**src/sv/fpt_pkg.sv**
```systemverilog
// Package for the fan PWM timer controller: item structs, action and register
// codes, reset values and the level-to-duty table.
// No dependencies.
package fpt_pkg;

    // Default width of the PWM counter
    localparam int PWM_COUNTER_BITS_DEF = 10;

    // Width of the duty value and of the configuration data
    localparam int DUTY_W = 10;
    localparam int CFG_DATA_W = 10;
    localparam int CFG_IDX_W = 3;

    // Action codes carried by an input item
    localparam logic [2:0] ACT_TICK      = 3'd0;
    localparam logic [2:0] ACT_LOAD_CD   = 3'd1;
    localparam logic [2:0] ACT_REMOTE    = 3'd2;
    localparam logic [2:0] ACT_SET_CLOCK = 3'd3;
    localparam logic [2:0] ACT_ACK_ALARM = 3'd4;

    // Configuration register indexes
    localparam logic [CFG_IDX_W-1:0] REG_CONTROL_MODE = 3'd0;
    localparam logic [CFG_IDX_W-1:0] REG_MANUAL_LEVEL = 3'd1;
    localparam logic [CFG_IDX_W-1:0] REG_TEMP_HIGH    = 3'd2;
    localparam logic [CFG_IDX_W-1:0] REG_TEMP_LOW     = 3'd3;
    localparam logic [CFG_IDX_W-1:0] REG_PWM_PERIOD   = 3'd4;
    localparam logic [CFG_IDX_W-1:0] REG_TICKS_PER_S  = 3'd5;

    // Control modes
    localparam logic [1:0] MODE_MANUAL = 2'd0;
    localparam logic [1:0] MODE_AUTO   = 2'd1;
    localparam logic [1:0] MODE_REMOTE = 2'd2;
    localparam logic [1:0] MODE_OFF    = 2'd3;

    // Limits
    localparam logic [2:0] LEVEL_MAX  = 3'd4;
    localparam logic [4:0] HOUR_MAX   = 5'd23;
    localparam logic [5:0] MINSEC_MAX = 6'd59;
    localparam logic [DUTY_W-1:0] DUTY_MAX = 10'd450;

    // Reset values
    localparam logic [6:0] TEMP_HIGH_RST   = 7'd45;
    localparam logic [6:0] TEMP_LOW_RST    = 7'd25;
    localparam logic [9:0] PWM_PERIOD_RST  = 10'd450;
    localparam logic [7:0] TICKS_PER_S_RST = 8'd20;
    localparam logic [4:0] TOD_HOUR_RST    = 5'd21;
    localparam logic [5:0] TOD_MINUTE_RST  = 6'd42;
    localparam logic [5:0] TOD_SECOND_RST  = 6'd38;
    localparam logic [5:0] CD_SECOND_RST   = 6'd10;

    // Temperature band offsets below the upper threshold
    localparam logic signed [9:0] BAND_WIDE   = 10'sd15;
    localparam logic signed [9:0] BAND_NARROW = 10'sd10;

    typedef struct packed {
        logic [2:0] action;
        logic [7:0] temperature;
        logic [4:0] hours_in;
        logic [5:0] minutes_in;
        logic [5:0] seconds_in;
        logic [2:0] level_in;
    } t_in_item;

    typedef struct packed {
        logic       fan_on;
        logic       alarm;
        logic [2:0] speed_level;
        logic [4:0] clock_hour;
        logic [5:0] clock_minute;
        logic [5:0] clock_second;
        logic [4:0] remain_hour;
        logic [5:0] remain_minute;
        logic [5:0] remain_second;
    } t_out_item;

    // Duty for a speed level; levels above the table give zero
    function automatic logic [DUTY_W-1:0] duty_of(input logic [2:0] lv);
        case (lv)
            3'd0:    duty_of = 10'd0;
            3'd1:    duty_of = 10'd150;
            3'd2:    duty_of = 10'd200;
            3'd3:    duty_of = 10'd350;
            3'd4:    duty_of = 10'd450;
            default: duty_of = 10'd0;
        endcase
    endfunction

endpackage

```
**src/sv/fan_pwm_timer_controller.sv**
```systemverilog
// Top level of the fan PWM timer controller: state, per-item update and result register.
// Depends on fpt_pkg.
//
// Each input item (a 50 ms tick or a command) is handled in one pass of short
// counter and compare logic and updates the state at the edge it is accepted;
// its status item enters the output register at that same edge. One item is
// accepted every cycle while the output register is empty or being emptied,
// so the sustained rate is one item per clock while the receiver keeps up.
// Configuration writes are taken at any time (ready is always high) and
// belong only in idle periods. No clearing pass is needed after reset.
module fan_pwm_timer_controller #(
    parameter int PWM_COUNTER_BITS = fpt_pkg::PWM_COUNTER_BITS_DEF
) (
    input  logic                              i_clk,
    input  logic                              i_rst_n,
    input  logic                              i_valid,
    output logic                              o_ready,
    input  fpt_pkg::t_in_item                 i_data,
    output logic                              o_valid,
    input  logic                              i_ready,
    output fpt_pkg::t_out_item                o_data,
    input  logic                              i_cfg_valid,
    output logic                              o_cfg_ready,
    input  logic [fpt_pkg::CFG_IDX_W-1:0]     i_cfg_index,
    input  logic [fpt_pkg::CFG_DATA_W-1:0]    i_cfg_data
);
    import fpt_pkg::*;

    localparam int PcW  = PWM_COUNTER_BITS;
    localparam int CmpW = (PcW > DUTY_W) ? PcW : DUTY_W;

    // Configuration registers
    logic [1:0] r_mode;
    logic [2:0] r_manual_level;
    logic [6:0] r_temp_high, r_temp_low;
    logic [9:0] r_pwm_period;
    logic [7:0] r_tps;

    // Working state
    logic [7:0]        r_tick_count, n_tick_count;
    logic [PcW-1:0]    r_pwm_count, n_pwm_count;
    logic [DUTY_W-1:0] r_duty, n_duty;
    logic [2:0]        r_level, n_level;
    logic [4:0]        r_tod_h, n_tod_h, r_cd_h, n_cd_h;
    logic [5:0]        r_tod_m, n_tod_m, r_tod_s, n_tod_s;
    logic [5:0]        r_cd_m, n_cd_m, r_cd_s, n_cd_s;
    logic              r_expired, n_expired;
    logic              r_fan, n_fan;

    // Output register
    logic      r_out_valid;
    t_out_item r_out;

    logic in_acc;
    logic [4:0] sat_h;
    logic [5:0] sat_m, sat_s;
    logic [PcW-1:0] pc_inc;
    logic [CmpW-1:0] pc_x, duty_x, period_x;
    logic signed [9:0] t_s, th_s, tl_s, th_wide, th_narrow;
    logic [2:0] auto_lv;

    assign o_ready     = !r_out_valid || i_ready;
    assign o_cfg_ready = 1'b1;
    assign in_acc      = i_valid && o_ready;
    assign o_valid     = r_out_valid;
    assign o_data      = r_out;

    // Saturated time values for the load commands
    assign sat_h = (i_data.hours_in   > HOUR_MAX)   ? HOUR_MAX   : i_data.hours_in;
    assign sat_m = (i_data.minutes_in > MINSEC_MAX) ? MINSEC_MAX : i_data.minutes_in;
    assign sat_s = (i_data.seconds_in > MINSEC_MAX) ? MINSEC_MAX : i_data.seconds_in;

    // Temperature bands, signed since the threshold minus offset may go negative
    assign t_s       = signed'({2'b00, i_data.temperature});
    assign th_s      = signed'({3'b000, r_temp_high});
    assign tl_s      = signed'({3'b000, r_temp_low});
    assign th_wide   = th_s - BAND_WIDE;
    assign th_narrow = th_s - BAND_NARROW;

    always_comb begin
        if (t_s <= th_wide && t_s >= tl_s) begin
            auto_lv = 3'd1;
        end else if (t_s <= th_narrow && t_s >= th_wide) begin
            auto_lv = 3'd2;
        end else if (t_s > th_narrow && t_s >= tl_s) begin
            auto_lv = 3'd3;
        end else if (t_s > th_s) begin
            auto_lv = 3'd4;
        end else if (t_s <= tl_s) begin
            auto_lv = 3'd0;
        end else begin
            auto_lv = r_level;
        end
    end

    // Next state for one item
    always_comb begin
        n_tick_count = r_tick_count;
        n_pwm_count  = r_pwm_count;
        n_duty       = r_duty;
        n_level      = r_level;
        n_tod_h      = r_tod_h;
        n_tod_m      = r_tod_m;
        n_tod_s      = r_tod_s;
        n_cd_h       = r_cd_h;
        n_cd_m       = r_cd_m;
        n_cd_s       = r_cd_s;
        n_expired    = r_expired;
        n_fan        = r_fan;
        pc_inc       = r_pwm_count + 1'b1;
        pc_x         = CmpW'(pc_inc);
        duty_x       = CmpW'(r_duty);
        period_x     = CmpW'(r_pwm_period);

        case (i_data.action)
            ACT_TICK: begin
                n_tick_count = r_tick_count + 8'd1;
                if (n_tick_count == r_tps) begin
                    n_tick_count = 8'd0;
                    // time of day
                    if (r_tod_s < MINSEC_MAX) begin
                        n_tod_s = r_tod_s + 6'd1;
                    end else begin
                        n_tod_s = 6'd0;
                        if (r_tod_m < MINSEC_MAX) begin
                            n_tod_m = r_tod_m + 6'd1;
                        end else begin
                            n_tod_m = 6'd0;
                            if (r_tod_h < HOUR_MAX) begin
                                n_tod_h = r_tod_h + 5'd1;
                            end else begin
                                n_tod_h = 5'd0;
                            end
                        end
                    end
                    // run countdown, only while the fan has a duty
                    if (r_duty != '0) begin
                        if (r_cd_s != 6'd0) begin
                            n_cd_s = r_cd_s - 6'd1;
                        end else if (r_cd_m != 6'd0) begin
                            n_cd_s = MINSEC_MAX;
                            n_cd_m = r_cd_m - 6'd1;
                        end else if (r_cd_h != 5'd0) begin
                            n_cd_s = MINSEC_MAX;
                            n_cd_m = MINSEC_MAX;
                            n_cd_h = r_cd_h - 5'd1;
                        end else begin
                            n_duty    = '0;
                            n_expired = 1'b1;
                        end
                    end
                end
                // PWM against the duty left by the countdown
                duty_x      = CmpW'(n_duty);
                n_pwm_count = pc_inc;
                if (pc_x < duty_x) begin
                    n_fan = 1'b1;
                end else if (pc_x <= period_x) begin
                    n_fan = 1'b0;
                    if (pc_x == period_x) begin
                        n_pwm_count = '0;
                    end
                end
                // duty by mode
                case (r_mode)
                    MODE_MANUAL: begin
                        if (r_manual_level <= LEVEL_MAX) begin
                            n_level = r_manual_level;
                            n_duty  = duty_of(r_manual_level);
                        end
                    end
                    MODE_AUTO: begin
                        n_level = auto_lv;
                        if (auto_lv <= LEVEL_MAX) begin
                            n_duty = duty_of(auto_lv);
                        end
                    end
                    MODE_OFF: begin
                        n_level = 3'd0;
                        n_duty  = '0;
                    end
                    default: begin
                    end
                endcase
            end
            ACT_LOAD_CD: begin
                n_cd_h = sat_h;
                n_cd_m = sat_m;
                n_cd_s = sat_s;
            end
            ACT_REMOTE: begin
                if (r_mode == MODE_REMOTE && i_data.level_in <= LEVEL_MAX) begin
                    n_level = i_data.level_in;
                    n_duty  = duty_of(i_data.level_in);
                end
            end
            ACT_SET_CLOCK: begin
                n_tod_h = sat_h;
                n_tod_m = sat_m;
                n_tod_s = sat_s;
            end
            ACT_ACK_ALARM: begin
                n_expired = 1'b0;
            end
            default: begin
            end
        endcase
    end

    // Configuration writes
    always_ff @(posedge i_clk) begin
        if (!i_rst_n) begin
            r_mode         <= MODE_MANUAL;
            r_manual_level <= 3'd0;
            r_temp_high    <= TEMP_HIGH_RST;
            r_temp_low     <= TEMP_LOW_RST;
            r_pwm_period   <= PWM_PERIOD_RST;
            r_tps          <= TICKS_PER_S_RST;
        end else if (i_cfg_valid) begin
            case (i_cfg_index)
                REG_CONTROL_MODE: r_mode         <= i_cfg_data[1:0];
                REG_MANUAL_LEVEL: r_manual_level <= i_cfg_data[2:0];
                REG_TEMP_HIGH:    r_temp_high    <= i_cfg_data[6:0];
                REG_TEMP_LOW:     r_temp_low     <= i_cfg_data[6:0];
                REG_PWM_PERIOD:   r_pwm_period   <= i_cfg_data[9:0];
                REG_TICKS_PER_S:  r_tps          <= i_cfg_data[7:0];
                default: begin
                end
            endcase
        end
    end

    // State update on each accepted item
    always_ff @(posedge i_clk) begin
        if (!i_rst_n) begin
            r_tick_count <= 8'd0;
            r_pwm_count  <= '0;
            r_duty       <= '0;
            r_level      <= 3'd0;
            r_tod_h      <= TOD_HOUR_RST;
            r_tod_m      <= TOD_MINUTE_RST;
            r_tod_s      <= TOD_SECOND_RST;
            r_cd_h       <= 5'd0;
            r_cd_m       <= 6'd0;
            r_cd_s       <= CD_SECOND_RST;
            r_expired    <= 1'b0;
            r_fan        <= 1'b0;
        end else if (in_acc) begin
            r_tick_count <= n_tick_count;
            r_pwm_count  <= n_pwm_count;
            r_duty       <= n_duty;
            r_level      <= n_level;
            r_tod_h      <= n_tod_h;
            r_tod_m      <= n_tod_m;
            r_tod_s      <= n_tod_s;
            r_cd_h       <= n_cd_h;
            r_cd_m       <= n_cd_m;
            r_cd_s       <= n_cd_s;
            r_expired    <= n_expired;
            r_fan        <= n_fan;
        end
    end

    // Result register
    always_ff @(posedge i_clk) begin
        if (!i_rst_n) begin
            r_out_valid <= 1'b0;
        end else if (in_acc) begin
            r_out_valid <= 1'b1;
        end else if (i_ready) begin
            r_out_valid <= 1'b0;
        end
    end

    always_ff @(posedge i_clk) begin
        if (in_acc) begin
            r_out.fan_on        <= n_fan;
            r_out.alarm         <= n_expired;
            r_out.speed_level   <= n_level;
            r_out.clock_hour    <= n_tod_h;
            r_out.clock_minute  <= n_tod_m;
            r_out.clock_second  <= n_tod_s;
            r_out.remain_hour   <= n_cd_h;
            r_out.remain_minute <= n_cd_m;
            r_out.remain_second <= n_cd_s;
        end
    end

    // Checks
    a_acc_gives_result: assert property (@(posedge i_clk) disable iff (!i_rst_n)
        in_acc |=> o_valid)
        else $error("accepted item produced no result");

    a_ack_clears_alarm: assert property (@(posedge i_clk) disable iff (!i_rst_n)
        in_acc && i_data.action == ACT_ACK_ALARM |=> !o_data.alarm)
        else $error("alarm still set after acknowledge");

    a_duty_range: assert property (@(posedge i_clk) disable iff (!i_rst_n)
        r_duty <= DUTY_MAX && r_level <= LEVEL_MAX)
        else $error("duty or level out of range");

    a_held_off: assert property (@(posedge i_clk) disable iff (!i_rst_n)
        in_acc && i_data.action == ACT_TICK && r_mode == MODE_OFF |=> r_duty == '0)
        else $error("duty nonzero after tick in held-off mode");

endmodule

```
**config.mk**
```make
export PLATFORM = sky130hd
export DESIGN_NAME = fan_pwm_timer_controller
export DESIGN_NICKNAME = d
export VERILOG_FILES = /design/src/sv/fpt_pkg.sv /design/src/sv/fan_pwm_timer_controller.sv
export SDC_FILE = /design/constraint.sdc
export NUM_CORES = 1
export LEC_CHECK = 0
export ABC_AREA = 1
export BUFFER_PORTS_ARGS = -buffer_cell sky130_fd_sc_hd__buf_2
export CAP_MARGIN = 20
export CORE_ASPECT_RATIO = 1.1
export CORE_MARGIN = 2
export CORE_UTILIZATION = 29
export DETAILED_ROUTE_END_ITERATION = 8
export GPL_TIMING_DRIVEN = 0
export HOLD_SLACK_MARGIN = 0.08
export SLEW_MARGIN = 20
export SYNTH_ARGS = -nofsm -noshare
export SYNTH_HDL_FRONTEND = slang
export SYNTH_SLANG_ARGS = --single-unit
```
**constraint.sdc**
```tcl
create_clock -name i_clk -period 3.7 [get_ports i_clk]
set_input_delay 0 -clock i_clk [delete_from_list [all_inputs] [get_ports i_clk]]
set_output_delay 0 -clock i_clk [all_outputs]
set_load 0.02 [all_outputs]
```
* Yosys cells after proc, flatten, opt, wreduce, memory -nomap -nowiden *
Cells that the tools add are included.

storage, ports and cells
  output and inout bits = 42
  logic and storage cells = 178
  input port bits = 49
  register bits after elaboration = 144

cells by class
  $lt $le $gt $ge = 18
  $add $sub $neg = 10
  reductions and logical operators = 24
  multiplexer cells = 71
  equality and inequality tests = 27

operators with widths
  kind                                                                count
  10-bit two-way mux                                                  12
  9-bit one-hot mux with 4 select lines                               3
  6-bit two-way mux                                                   17
  5-bit two-way mux                                                   10
  6-bit one-hot mux with 2 select lines                               4
  3-bit by 2-bit == test with 1-bit output, second input constant     10
  10-bit one-hot mux with 3 select lines                              1
  3-bit two-way mux                                                   7
  10-bit one-hot mux with 2 select lines                              1
  5-bit one-hot mux with 2 select lines                               2
  3-bit == test, second input constant                                6
  9-bit by 8-bit <= comparator with 1-bit output                      2
  7-bit by 4-bit subtractor with 8-bit output, second input constant  2
  3-bit by 1-bit == test with 1-bit output, second input constant     5
  2-bit AND reduction                                                 7
  6-bit by 1-bit adder with 6-bit output, second input constant       2
  6-bit greater-than comparator, second input constant                2
  6-bit < comparator, second input constant                           2
  6-bit nonzero test                                                  2
  6-bit by 1-bit subtractor with 6-bit output, second input constant  2
  10-bit by 1-bit adder with 10-bit output, second input constant     1
  10-bit == test                                                      1
  10-bit <= comparator                                                1
  10-bit < comparator                                                 1
  other kinds (29)                                                    47

* Depth between registers and ports, before layout *
  word-level depth = 11
  depth in mapped cells = 23
  mapped depth without buffers = 23

* Worst setup path before layout *
No wires, ideal clock.

  path type = register -> register
  start = reg r_tick_count[0]
  end = reg r_pwm_count[6]
  path slack = 0.737 ns
  arrival time = 2.893 ns
  library setup time = 0.070 ns
  cell stages (with the launch flop) = 23
  path buffers = 0
  cells stage by stage = dfxtp_1 ha_1 inv_1 nand2_1 nand3_1 nand2_1 nand3_1 nor3_2 nand4_2 nor2_1 nand2_1 inv_1 nor2_1 inv_1 ha_1 a21oi_1 nor2_1 a211oi_1 o221a_2 nand2_1 nand2_4 nand3_1 a21oi_1

on the way
  cells in the longest elaborated chain, start to end = 6

RTL lines
  item                                    line                             text
  from (decl)                             fan_pwm_timer_controller.sv:40   logic [7:0] r_tick_count, n_tick_count;
  from (signal assigned)                  fan_pwm_timer_controller.sv:249  r_tick_count <= n_tick_count;
  8-bit by 1-bit adder with 8-bit output  fan_pwm_timer_controller.sv:117  n_tick_count = r_tick_count + 8'd1;
  8-bit == test                           fan_pwm_timer_controller.sv:118  if (n_tick_count == r_tps) begin
  10-bit two-way mux                      fan_pwm_timer_controller.sv:118
  10-bit two-way mux                      fan_pwm_timer_controller.sv:115  case (i_data.action)
  10-bit < comparator                     fan_pwm_timer_controller.sv:156  if (pc_x < duty_x) begin
  10-bit two-way mux                      fan_pwm_timer_controller.sv:156
  to (signal assigned)                    fan_pwm_timer_controller.sv:250  r_pwm_count <= n_pwm_count;
  to (decl)                               fan_pwm_timer_controller.sv:41   logic [PcW-1:0] r_pwm_count, n_pwm_count;

Every way passes these cells. The select of a mux whose other input is x is not followed.
A chain may end at the register's enable or synchronous reset.

* Final worst setup path *
  start = reg r_cd_s[0]
  end = reg r_pwm_count[3]

on the way
  cells in the longest elaborated chain, start to end = 7

RTL lines
  item                    line                             text
  from (decl)             fan_pwm_timer_controller.sv:46   logic [5:0] r_cd_m, n_cd_m, r_cd_s, n_cd_s;
  from (signal assigned)  fan_pwm_timer_controller.sv:258  r_cd_s <= n_cd_s;
  6-bit nonzero test      fan_pwm_timer_controller.sv:138  if (r_cd_s != 6'd0) begin
  10-bit two-way mux      fan_pwm_timer_controller.sv:138
  10-bit two-way mux      fan_pwm_timer_controller.sv:137  if (r_duty != '0) begin
  10-bit two-way mux      fan_pwm_timer_controller.sv:118
  10-bit two-way mux      fan_pwm_timer_controller.sv:115
  10-bit < comparator     fan_pwm_timer_controller.sv:156
  10-bit two-way mux      fan_pwm_timer_controller.sv:156

Every way passes these cells. The select of a mux whose other input is x is not followed.

==> results.cfg <==
[status]
status = completed

[detailed_routing]
route.detailed.vias_per_inst = 4.97
drt-wirelength-per-cell_um = 15.0
detail_route.wirelength_mm = 29.1
detailroute.via_count = 9659
drt-pass1-iter-count = 5
detail_route_antenna_nets = 0
route.detailed.drc = 0
detail_route.iter0.violations = 644

[die]
die_x_um = 177
num_io_pins = 91
placement_rows = 69
die-height_um = 194
die-area_um2 = 34300
initial_core_util_pct = 29.5
core-area_um2 = 32300

[sta]
timing.fmax_mhz = 290
layout_worst_path_cycle_share_pct = 93.2
final-max-slew-violation-count = 0
setup_viol = 0
fin_worst_skew_ns = 0.0109
final_period_minus_worst_setup_slack_ns = 3.45
worst_slew_pin_slew_ns = 1.03
worst_case_headroom_to_the_max_slew_limit_pct = 31.2
finalHoldViolCount = 0
finalSetupTns_ns = 0

[critical_path]
timing.critical_path.arrival_ns = 3.81
critical_path_rt_ns = 4.06
cp_common_cell = inv_1
timing.critical_path.cells = inv_1 > ha_1 > inv_1 > nor3_2 > nand2_2 > nor2_4 > inv_2 > nor2_2 > inv_1 > nor2_4 > nand2_1 > inv_2 > nor2_1 > inv_1 > ha_1 > a21oi_1 > nor2_1 > a211oi_2 > o221a_2 > nand2_1 > nand2_4 > nand3_1 > a21oi_1
critPathMaxFanout = 10
critical-path-slowest-cell = dfxtp_1
critPathLaunchType = flip-flop
critPathMaxStageDelay_ns = 0.32
r2r_setup_slack_ns = 0.25
kind_of_end_point_of_the_critical_path = flip-flop
critPathKind = flip-flop to flip-flop

[place]
dp.cells = 1872
buffer_ports.inserted = 88
place.gp.congestion = 0.908
hpwl_mm = 21.8

[global_routing]
grt_pass1_vias = 9170
wire_length_of_the_first_global_routing_pass_mm = 46.2
gr-total-overflow = 0
antenna_found_initial = 0
maximum_number_of_pins_on_one_net_before_global_route_repair = 49
grt_use_total_pct = 16.9

[synth]
async_flop_share_pct = 0
synth_top_cell_area_share_pct = 22.1
yosys_register_bits = 144
synth-edff-count = 39
syn_area_um2 = 9520
synth_area_leaders = dfxtp_1, edfxtp_1, nand2_1, ha_1, inv_1
synth_cells = 1358
synthesis.area_per_instance_um2 = 7.01
yosys_most_used_dff = dfxtp_1
seq_area_frac_synth_pct = 34.4
cell_taking_the_most_area_after_synthesis = dfxtp_1
synth.lib_cells_used.distinct = 59
postSynthNetCount = 1468
ys.warnings.count = 0

[min_path]
hold_class = input pin to flip-flop

[cells_and_area]
nets = 1616
areaGrowthSynthToFinish_pct = 21.3
drive_gt1_share_pct = 12.2
final.fill_count = 3491
final-instance-count-excl-fill = 1945
antennaDiodeCount = 0

[power_and_ir_drop]
power-per-cell-area_nw_per_um2 = 376
p_leak_nw = 5.14
worst_ir_drop_vdd_mv = 0.327
post_route_total_power_mw = 4.34

[clocking]
cts-htree-levels = 4
clkSinkCount = 144
cts_root_buf = clkbuf_16
clock_insertion_delay_worst_skew_ns = 0.44
cts_buffers = 17
tritoncts = yes
max-clock-path-buffers = 2
worst_setup_hold_path_clk_slew_ns = 0.07

[flow_run]
cap_violations = 0
[metal layers]
metal	global-route usage (%)	vias to the layer above	share of wire [%]
li1	-	4852	-
met1	21.8	4442	44
met2	28.3	305	48
met3	2.49	60	5.6
met4	6.21	0	2.9
met5	0	-	0
[critical path: cells and delay by family (launching register included)]
kind            cells  cell delay [ns]
compound gates      4             0.68
buf+inv             6             0.61
flops               1             0.32
fa+ha+maj           2             0.41
simple gates       11             1.38
[final timing paths]
check,to,from,depth (start not counted)
worst max-delay path,r_pwm_count[3]$_SDFFE_PN0P_,r_cd_s[0]$_SDFFE_PN0P_,23
worst min-delay path,o_data[21]$_DFFE_PP_,i_data[7],3
worst max register to register,r_pwm_count[3]$_SDFFE_PN0P_,r_cd_s[0]$_SDFFE_PN0P_,23
worst min register to register,r_temp_low[2]$_SDFFE_PN0P_,r_temp_low[2]$_SDFFE_PN0P_,2
[sequential cells by signal (all words and copies together), names as in the netlist, 7 cells and up]
signal        count
o_data           39
r_temp_high       7
r_duty           10
r_tps             8
r_temp_low        7
period_x         10
r_tick_count      8
r_pwm_count      10
[power by group]
part | internal, mW | total, mW | switching [mW]
Clock | 0.972 | 1.76 | 0.788
Combinational | 0.275 | 0.799 | 0.524
Sequential | 1.72 | 1.78 | 0.0599
[layout make-up]
type | instances | area [µm²] | area share, %
repair buffers | 129 | 841 | 7.28
clock buffers | 19 | 443 | 3.83
well taps | 426 | 533 | 4.61
clock inverters | 13 | 141 | 1.22
flip-flops and latches | 144 | 3270 | 28.3
plain buffers | 39 | 191 | 1.66
multi-input cells | 978 | 5380 | 46.6
inverters | 197 | 747 | 6.47
[Yosys cell counts (12+ instances only)]
cell type and count:
edfxtp_1 39, o211ai_1 23, inv_1 185, o21ai_1 15, xor2_1 19, nand2_1 294
dfxtp_1 105, nor2_1 115, nand3_1 87, a21oi_1 112, nor3_1 12, nand4_1 29
clkbuf_1 27, ha_1 61, o21ai_0 120
[cell families (layout without fill, tap and decap cells)]
family	count (synthesis)	count (layout)	share of synthesized area (%)
buffers and inverters	236	397	9.86
flip-flops	144	144	34.4
AO/OA/AOI/OAI	321	321	19.2
AND/OR/NAND/NOR	569	569	26.1
other	1	1	0.0394
XOR/XNOR	26	26	2.39
adder cells (fa/ha/maj)	61	61	8.02
[stage by stage]
stage | hold slack, ns | area [µm²] | setup WS, ns | util [%]
after CTS | 0.0817 | 11500 | 0.00751 | 35.6
final | 0.0595 | 11600 | 0.252 | 35.8
after global placement | 0.227 | 10500 | -0.131 | 32.5
after detailed placement | 0.231 | 10500 | -0.191 | 32.5
after floorplan | 0.126 | 9520 | 0.737 | -
after global routing | 0.0963 | 11600 | -0.0222 | 35.8
[what timing repair did]
action / 4_1_cts / 5_1_grt
pin swaps: 0 / 2
resized for setup: 8 / 8
endpoints found under the setup margin: 12 / 12
setup buffers: 0 / 4
hold buffers: 37 / 0
hold endpoints to repair: 69 / 0
[layout by cell type, fill, tap and decap left out, types with 5 or more instances in the layout]
cell type | synthesis | routed
clkbuf_16 | 0 | 17
edfxtp_1 | 39 | 39
buf_4 | 2 | 6
ha_1 | 61 | 60
a21oi_1 | 112 | 112
o22ai_1 | 5 | 5
nor3_1 | 12 | 12
o21ai_1 | 15 | 15
o21ai_0 | 120 | 120
a21o_1 | 5 | 5
buf_2 | 6 | 94
clkbuf_1 | 27 | 28
dlygate4sd3_1 | 0 | 37
nor2_1 | 115 | 112
o211ai_1 | 23 | 23
inv_2 | 5 | 6
inv_6 | 0 | 6
xnor2_1 | 7 | 7
nand3_1 | 87 | 86
xor2_1 | 19 | 19
nor2_2 | 6 | 6
clkinv_1 | 5 | 5
nand4_1 | 29 | 29
nand2_1 | 294 | 293
nand2_2 | 5 | 6
dfxtp_1 | 105 | 104
a31oi_1 | 7 | 7
inv_1 | 185 | 184
Power figures use the tool's default switching activity.
